===== src/i2cm_pkg.sv =====
// Package for the I2C master byte engine: command and phase codes,
// engine state type and reset value. No dependencies.
`timescale 1ns / 1ps

package i2cm_pkg;

	localparam logic [2:0] KIND_START = 3'd0;
	localparam logic [2:0] KIND_STOP  = 3'd1;
	localparam logic [2:0] KIND_WRITE = 3'd2;
	localparam logic [2:0] KIND_READ  = 3'd3;
	localparam logic [2:0] KIND_TICK  = 3'd4;

	localparam logic [2:0] PH_IDLE  = 3'd0;
	localparam logic [2:0] PH_START = 3'd1;
	localparam logic [2:0] PH_STOP  = 3'd2;
	localparam logic [2:0] PH_WRITE = 3'd3;
	localparam logic [2:0] PH_READ  = 3'd4;

	localparam logic [4:0] LAST_TICK = 5'd16;
	localparam logic [7:0] MSB_MASK  = 8'h80;

	typedef struct packed {
		logic [2:0] phase;
		logic [4:0] tick;
		logic [7:0] shift;
		logic       ack_flag;
		logic       ack_to_send;
		logic       scl;
		logic       sda;
		logic [7:0] read_hold;
	} state_t;

	localparam state_t STATE_RESET = '{
		phase: PH_IDLE, tick: 5'd0, shift: 8'd0, ack_flag: 1'b0,
		ack_to_send: 1'b0, scl: 1'b1, sda: 1'b1, read_hold: 8'd0
	};

	typedef struct packed {
		logic done;
		logic rejected;
	} flags_t;

endpackage


===== src/i2c_master_byte_engine.sv =====
// I2C master byte engine; each accepted beat gives a registered result beat.
// Throughput one beat per cycle while m_tready is high; the result register is
// freed when taken, so a new beat is accepted in the cycle a result is taken.
// Reset (arst_n low, asynchronous): idle, SCL and SDA released, flags and
// read byte zero, no result pending. Depends on i2cm_pkg and i2cm_step.
`timescale 1ns / 1ps

module i2c_master_byte_engine (
	input  logic        clk,
	input  logic        arst_n,
	input  logic        s_tvalid,
	output logic        s_tready,
	input  logic [15:0] s_tdata,  // write_data[7:0], rd_ack[8], sda_sample[9], zero
	input  logic [2:0]  s_tuser,  // kind[2:0]
	output logic        m_tvalid,
	input  logic        m_tready,
	output logic [15:0] m_tdata   // scl_release, sda_release, busy_res, done_res,
	                              // rejected, ack_ok, read_byte[13:6], zero
);

	i2cm_pkg::state_t state_q;
	i2cm_pkg::state_t state_nxt;
	i2cm_pkg::flags_t flags;
	logic [15:0]      res_q;
	logic             res_valid_q;
	logic             accept;

	assign s_tready = ~res_valid_q | m_tready;
	assign accept   = s_tvalid & s_tready;

	i2cm_step u_step (
		.cur        (state_q),
		.kind       (s_tuser),
		.write_data (s_tdata[7:0]),
		.rd_ack     (s_tdata[8]),
		.sda_sample (s_tdata[9]),
		.nxt        (state_nxt),
		.flags      (flags)
	);

	always_ff @(posedge clk or negedge arst_n) begin
		if (!arst_n) begin
			state_q     <= i2cm_pkg::STATE_RESET;
			res_valid_q <= 1'b0;
		end else begin
			if (accept) begin
				state_q     <= state_nxt;
				res_valid_q <= 1'b1;
			end else if (m_tready) begin
				res_valid_q <= 1'b0;
			end
		end
	end

	always_ff @(posedge clk) begin
		if (accept) begin
			res_q <= {2'b00, state_nxt.read_hold, state_nxt.ack_flag, flags.rejected,
				flags.done, state_nxt.phase != i2cm_pkg::PH_IDLE,
				state_nxt.sda, state_nxt.scl};
		end
	end

	assign m_tvalid = res_valid_q;
	assign m_tdata  = res_q;

endmodule


===== src/i2cm_step.sv =====
// Next-state logic of the I2C master byte engine for one beat.
// Depends on i2cm_pkg.
`timescale 1ns / 1ps

module i2cm_step (
	input  i2cm_pkg::state_t cur,
	input  logic [2:0]       kind,
	input  logic [7:0]       write_data,
	input  logic             rd_ack,
	input  logic             sda_sample,
	output i2cm_pkg::state_t nxt,
	output i2cm_pkg::flags_t flags
);

	logic       busy;
	logic       even;
	logic [7:0] shl;
	logic [4:0] tick_inc;

	assign busy     = cur.phase != i2cm_pkg::PH_IDLE;
	assign even     = ~cur.tick[0];
	assign shl      = {cur.shift[6:0], 1'b0};
	assign tick_inc = cur.tick + 5'd1;

	always_comb begin
		nxt   = cur;
		flags = '0;
		case (kind) inside
			i2cm_pkg::KIND_START, i2cm_pkg::KIND_STOP,
			i2cm_pkg::KIND_WRITE, i2cm_pkg::KIND_READ: begin
				if (busy) begin
					flags.rejected = 1'b1;
				end else begin
					nxt.tick = 5'd0;
					nxt.scl  = 1'b1;
					unique case (kind)
						i2cm_pkg::KIND_START: begin
							nxt.phase = i2cm_pkg::PH_START;
							nxt.sda   = 1'b1;
						end
						i2cm_pkg::KIND_STOP: begin
							nxt.phase = i2cm_pkg::PH_STOP;
							nxt.sda   = 1'b0;
						end
						i2cm_pkg::KIND_WRITE: begin
							nxt.phase = i2cm_pkg::PH_WRITE;
							nxt.shift = write_data;
							nxt.sda   = (write_data & i2cm_pkg::MSB_MASK) != 8'd0;
						end
						default: begin
							nxt.phase       = i2cm_pkg::PH_READ;
							nxt.shift       = 8'd0;
							nxt.ack_to_send = rd_ack;
							nxt.sda         = 1'b1;
						end
					endcase
				end
			end
			i2cm_pkg::KIND_TICK: begin
				if (busy) begin
					unique case (cur.phase)
						i2cm_pkg::PH_START: begin
							if (cur.tick == 5'd0) begin
								nxt.sda  = 1'b0;
								nxt.tick = 5'd1;
							end else begin
								nxt.scl    = 1'b0;
								nxt.phase  = i2cm_pkg::PH_IDLE;
								nxt.tick   = 5'd0;
								flags.done = 1'b1;
							end
						end
						i2cm_pkg::PH_STOP: begin
							if (cur.tick == 5'd0) begin
								nxt.sda  = 1'b1;
								nxt.tick = 5'd1;
							end else begin
								nxt.phase  = i2cm_pkg::PH_IDLE;
								nxt.tick   = 5'd0;
								flags.done = 1'b1;
							end
						end
						i2cm_pkg::PH_WRITE: begin
							if (cur.tick >= i2cm_pkg::LAST_TICK) begin
								nxt.ack_flag = ~sda_sample;
								nxt.scl      = 1'b0;
								nxt.phase    = i2cm_pkg::PH_IDLE;
								nxt.tick     = 5'd0;
								flags.done   = 1'b1;
							end else begin
								if (even) begin
									nxt.scl = 1'b0;
								end else begin
									nxt.shift = shl;
									nxt.sda   = (cur.tick == i2cm_pkg::LAST_TICK - 5'd1) ?
										1'b1 : shl[7];
									nxt.scl   = 1'b1;
								end
								nxt.tick = tick_inc;
							end
						end
						i2cm_pkg::PH_READ: begin
							if (cur.tick >= i2cm_pkg::LAST_TICK) begin
								nxt.scl       = 1'b0;
								nxt.sda       = 1'b1;
								nxt.read_hold = cur.shift;
								nxt.phase     = i2cm_pkg::PH_IDLE;
								nxt.tick      = 5'd0;
								flags.done    = 1'b1;
							end else begin
								if (even) begin
									nxt.shift = {cur.shift[6:0], sda_sample};
									nxt.scl   = 1'b0;
								end else begin
									if (cur.tick == i2cm_pkg::LAST_TICK - 5'd1) begin
										nxt.sda = ~cur.ack_to_send;
									end
									nxt.scl = 1'b1;
								end
								nxt.tick = tick_inc;
							end
						end
						default: begin
							nxt.phase = i2cm_pkg::PH_IDLE;
							nxt.tick  = 5'd0;
						end
					endcase
				end
			end
			default: ;
		endcase
	end

endmodule


===== config.mk =====
export PLATFORM = sky130hd
export DESIGN_NAME = i2c_master_byte_engine
export DESIGN_NICKNAME = d
export VERILOG_FILES = /design/src/i2cm_pkg.sv /design/src/i2c_master_byte_engine.sv /design/src/i2cm_step.sv
export SDC_FILE = /design/constraint.sdc
export NUM_CORES = 1
export LEC_CHECK = 0
export BUFFER_PORTS_ARGS = -buffer_cell sky130_fd_sc_hd__clkbuf_2
export CORE_MARGIN = 4
export CORE_UTILIZATION = 40
export CTS_BUF_LIST = sky130_fd_sc_hd__clkbuf_4 sky130_fd_sc_hd__clkbuf_8
export DETAILED_ROUTE_END_ITERATION = 6
export GPL_TIMING_DRIVEN = 0
export PLACE_DENSITY = 0.64
export SYNTH_ARGS = -nofsm -noshare
export SYNTH_HDL_FRONTEND = slang
export SYNTH_HIERARCHICAL = 1
export SYNTH_SLANG_ARGS = --single-unit

===== constraint.sdc =====
create_clock -name clk -period 4.2 [get_ports clk]
set_clock_uncertainty 0.05 [all_clocks]
set_input_delay 0.63 -clock clk [delete_from_list [all_inputs] [get_ports clk]]
set_output_delay 0.63 -clock clk [all_outputs]
set_load 0.03 [all_outputs]

* Word-level counts from Yosys, hierarchy flattened *
Index checks and enable logic that the tools add are counted.

cells by class
  $add $sub $neg = 1
  $lt $le $gt $ge = 1
  eq/ne operators = 15
  muxes and demuxes = 48
  bitwise gates (word level) = 8
  reduce and logical (&&, ||, !) cells = 17

operators with widths
  cell                   number
  $mux W8                8
  $mux W16               3
  $pmux W8 S2            3
  $mux W1                20
  $mux W17               1
  $eq A3 B2 Y1 const B   4
  $mux W10               1
  $reduce_and A10 Y1     1
  $pmux W3 S3            1
  $reduce_bool A3 Y1     3
  $mux W2                4
  $reduce_and A4 Y1      2
  $eq A3 B1 Y1 const B   2
  $eq A3 B3 Y1 const B   2
  $mux W3                2
  $ne A3 B2 Y1 const B   2
  $ne A3 B3 Y1 const B   2
  $not A1 Y1             6
  $reduce_bool A2 Y1     3
  $reduce_or A2 Y1       3
  $reduce_or A6 Y1       1
  $add A5 B1 Y5 const B  1
  $eq A5 B4 Y1 const B   1
  $ge A5 B5 Y1 const B   1
  11 further kinds       13

storage, ports and cells
  flip-flop bits (word level) = 43
  bits of input ports = 23
  word-level logic and storage cells = 102

* Depth between registers and ports, before layout *
  depth after elaboration = 8
  mapped depth = 9
  gate-level depth less buffers = 8

* Cells and area by module *
The synthesis kept the hierarchy.

modules (own cells, without submodules)
  module                  times used  cells an instance  area each (µm²)
  i2c_master_byte_engine  1           82                 1584.0
  i2cm_step               1           146                975.9

* Worst setup path before layout *
No wires, ideal clock.

  path kind = input port to flip-flop
  start = in s_tuser[1]
  end = reg state_q[8] (netlist bit)
  library setup time = 0.082 ns
  arrival time = 2.138 ns
  path slack = 1.930 ns
  stages on the path = 7
  buffers on the path = 1
  cell sequence = or3b_1 buf_2 nor2_4 o311ai_1 a2111oi_0 a211oi_1 mux2_2

RTL lines
  what                    line                          text
  start: declaration      i2c_master_byte_engine.sv:14  input logic [2:0] s_tuser,
  end signal: assignment  i2c_master_byte_engine.sv:43  state_q <= i2cm_pkg::STATE_RESET;
  end signal: assignment  i2c_master_byte_engine.sv:47  state_q <= state_nxt;
  end: declaration        i2c_master_byte_engine.sv:21  i2cm_pkg::state_t state_q;

==> metrics.sh <==
FINAL.SETUP.TNS_NS=0
CLK_LATENCY_NS=0.30
KIND_OF_CELL_ADDING_THE_MOST_DELAY_TO_THE_CRITICAL_PATH='compound AO/OA/AOI/OAI gates'
CTS_RESIZED=0
WORST-SLEW-PIN-TRANSITION_NS=0.748
INTPOWER_W=0.000878
ANTENNA_VIOLATING_NETS_REMAINING=0
FRACTION_OF_LAYOUT_INSTANCES_USING_A_DRIVE_STRENGTH_ABOVE_1=0.327
SLEW_HEADROOM=0.501
FINAL_SETUP_VIO_COUNT=0
LARGEST_BUFFER_COUNT_ON_ANY_CLOCK_PATH=2
TIMING.CRITICAL_PATH.SLOWEST_CELL_DELAY_NS=0.47
R2R_SETUP_SLACK_NS=1.61
SYNTH.TOP_CELL.AREA_SHARE=0.264
RSZ0062_AT_GRT='false'
STATUS='finished, final reports clean'
POSTSYNTH.ASYNCRESETSHARE=0.674
CRITPATHARRIVALTIME_NS=2.77
FIRST_GLOBAL_VIAS=1895
CTS.CLK_SLEW.WORST_PATHS_NS=0.09
SEQ_AREA_FRAC_SYNTH=0.449
DRT_DRC_VIOLATIONS_LEFT=0
FINALNONFILLERCELLS=344
FLOORPLAN.INITIALDENSITY=0.422
POWER_SWITCHING_W=0.000535
CP-END-KIND='flop'
SYNTHMUXAREASHARE=0.216
DESIGN.FINAL.NETS=294
GLOBAL_ROUTE.USAGE.TOTAL=0.163
POST_SYNTHESIS_COMPOUND_GATE_AREA_FRACTION=0.124
SYN_AREA_PER_CELL_SQ_UM=11.2
WIRELENGTH_MM=5.88
LEAKAGE_nW=1.25
CRIT_TYPE='reg -> reg'
CLKPWRFRAC=0.189
CLOCK_TREE_FROM_TRITONCTS='built'
DIEWIDTH_UM=88
GRT_UTIL_MET2=0.245
REQUIRED_NS=4.38
DESIGN.DIE.AREA_SQ_UM=7740
DESIGN.PORTCOUNT=41
FINAL_MIN_PERIOD_OVER_CLOCK_PERIOD=0.617
PLACED_CELLS=336
POSTCTSSETUPBUFFERS=0
COMB_PWR_SHARE=0.375
AREA_GROWTH_PCT=13.5
SWSHARE=0.379
WL_PER_CELL_UM=17.1
CRITICAL-PATH-SLOWEST-CELL='sky130_fd_sc_hd__nor4b_1'
SYNTH_AREA_SQ_UM=2560
TIMING.RR.START='state_q[20]$_DFFE_PN0P_'
YS_TOP_CELLS_BY_AREA='sky130_fd_sc_hd__dfrtp_1 (26%), sky130_fd_sc_hd__edfxtp_1 (16%), sky130_fd_sc_hd__mux2_2 (8.8%), sky130_fd_sc_hd__mux2_4 (5.3%), sky130_fd_sc_hd__mux2_1 (4.0%)'
PORT_BUFFERS=32
P_SEQ_FRAC=0.436
GRT-BUSIEST-LAYER='met2'
CRITICAL_PATH_PEAK_FANOUT=7
ROWS=28
VDD_IR_DROP_MAX_V=0.000273
DETAILEDROUTE.FIRSTITERATIONVIOLATIONS=104
CTS.ROOT.BUFFER_CELL='sky130_fd_sc_hd__clkbuf_8'
MIN_DELAY_WORST_TYPE='in -> async'
SYNTHADDERAREAFRAC=0.0147
SYNTH_ENABLE_FLOP_CELLS=14
VIASPERCELL=5.57
YS_SEQ_ELEMENTS=43
YOSYS.AREA_SHARE.SIMPLE=0.149
GP_CONGESTION=0.923
MAX_CAP_VIOLATIONS=0
XOR_AND_XNOR_AREA_SHARE_AFTER_SYNTHESIS=0.00342
NUM_ANTENNA_CELLS=0
GLOBALROUTEMET3UTIL=0.0254
USE_MET1=0.238
CLOCK.FMAX_GHz=0.386
TRITONCTS_NUM_SINKS=43
P_PER_AREA_nW_PER_UM2=486
FINAL_COMMON_CELL='sky130_fd_sc_hd__clkbuf_2'
H-TREE-DEPTH=2
FINAL_MAX_SLEW_VIOL_COUNT=0
CORE-AREA_SQ_UM=6060
POST_SYNTH_TOP_AREA_CELL='sky130_fd_sc_hd__dfrtp_1'
NUMBER_OF_UNIQUE_STANDARD_CELL_TYPES_USED_BY_SYNTHESIS=56
CP_CELL_SEQUENCE='clkbuf_1 > inv_1 > ha_1 > nor4b_1 > nor2_1 > a2111oi_0 > a211oi_1 > mux2_2'
YOSYS_MOST_USED_DFF='sky130_fd_sc_hd__dfrtp_1'
TRITONCTS.NUM_BUFFERS=5
SYNTH_TOP_FAMILY_BY_AREA='multiplexers'
FINALWORSTPATHREQUIREDPERIOD_NS=2.59
CRITICAL_PATH_BUF_INV_COUNT=2
DRTPASS1ITERATIONS=4
GLOBAL_ROUTE_WIRE_LENGTH_BEFORE_REPAIR_MM=9.79
SETUP.WORST_PATH.START='state_q[20]$_DFFE_PN0P_'
ANTENNA_FOUND_INITIAL=0
CRITICAL_PATH.STARTPOINT_TYPE='flop'
REPORT.POWER.TOTAL_W=0.00141
REPORT.FINAL.HOLD_VIOL_COUNT=0
MOST_FREQUENT_CELLS_IN_THE_LAYOUT='sky130_fd_sc_hd__clkbuf_2 (32), sky130_fd_sc_hd__dfrtp_1 (27), sky130_fd_sc_hd__mux2_2 (20)'
CTS_HOLD_BUFFERS=0
LARGEST_NET_DEGREE_AT_THE_START_OF_GLOBAL_ROUTING=30
DETAILROUTE.VIA_COUNT=1916
SYN-INSTANCE-COUNT=228
YOSYS_WARNING_TOTAL=6
OVERFLOW=0
DIE_SPAN_IN_Y_UM=88
HPWLAFTERDP_MM=4.20
N_FILL_CELL=569
==> power by group through the flow <==
stage          Clock [W]  Combinational, W  Sequential, W
2_1_floorplan          0          0.000393       0.000618
3_3_place_gp           0          0.000519       0.000618
3_5_place_dp           0          0.000526       0.000623
4_1_cts         0.000276          0.000527       0.000615
5_1_grt         0.000293          0.000585       0.000628
6_report        0.000267          0.000530       0.000616
==> path summary, 6_finish.rpt <==
kind                       cells after the start                       to
max                                            8   state_q[8]$_DFFE_PN1P_
min                                            1  state_q[16]$_DFFE_PN0P_
max reg2reg                                    8   state_q[8]$_DFFE_PN1P_
min reg2reg                                    1   state_q[0]$_DFFE_PN0P_
max in group asynchronous                      1   state_q[1]$_DFFE_PN0P_
min in group clk                               1   state_q[0]$_DFFE_PN0P_
==> worst reg2reg max path, delay by kind of cell, from the launching register on <==
kind            cells  cell delay (ns)
mux                 1             0.31
compound gates      2             0.60
buf+inv             2             0.38
simple gates        2             0.60
flops               1             0.41
fa+ha+maj           1             0.18
==> sequential cells by signal, summed over array words and instances, names as in the netlist <==
name and cells:
m_tdata 14, state_q 28, m_tvalid 1
==> Yosys cell counts (4+ instances only) <==
library cell	n
sky130_fd_sc_hd__a21oi_1	12
sky130_fd_sc_hd__nor2_1	15
sky130_fd_sc_hd__nand3_1	6
sky130_fd_sc_hd__a22oi_1	5
sky130_fd_sc_hd__inv_1	6
sky130_fd_sc_hd__nand2_1	12
sky130_fd_sc_hd__o21ai_0	6
sky130_fd_sc_hd__mux2i_1	9
sky130_fd_sc_hd__edfxtp_1	14
sky130_fd_sc_hd__mux2_2	20
sky130_fd_sc_hd__clkbuf_1	6
sky130_fd_sc_hd__mux2_1	9
sky130_fd_sc_hd__mux2_4	9
sky130_fd_sc_hd__dfrtp_1	27
sky130_fd_sc_hd__o21ai_1	8
sky130_fd_sc_hd__o31ai_1	5
sky130_fd_sc_hd__buf_2	4
==> metal layers <==
layer | share of wire | vias up
li1 | - | 925
met1 | 0.48 | 924
met2 | 0.45 | 57
met3 | 0.050 | 10
met4 | 0.016 | 0
met5 | 0 | -
==> through the flow <==
stage          setup WS, ns  hold WS [ns]  area [sq um]   util
3_3_place_gp           1.47         0.433          2820  0.465
2_1_floorplan          1.93         0.284          2560      -
3_5_place_dp           1.52         0.440          2820  0.465
6_report               1.61         0.335          2910  0.480
5_1_grt                1.32         0.397          2910  0.480
4_1_cts                1.67         0.363          2910  0.480
==> cell type report <==
type / count / area (sq um) / share of cell area
clock inverters: 2 / 12.5 / 0.00430
inverters: 7 / 26.3 / 0.00904
flip-flops and latches: 43 / 1150 / 0.395
clock buffers: 6 / 76.3 / 0.0263
well taps: 75 / 93.8 / 0.0323
multi-input cells: 165 / 1310 / 0.449
plain buffers: 14 / 83.8 / 0.0288
repair buffers: 32 / 160 / 0.0551
==> cells by family after synthesis <==
kind of cell	count (synthesis)
multiplexers	47
AND/OR/NAND/NOR	62
adder cells (fa/ha/maj)	3
XOR/XNOR	1
buffers and inverters	21
AO/OA/AOI/OAI	50
flip-flops	43
other	1
No activity file was read; power rests on OpenSTA's default activity.
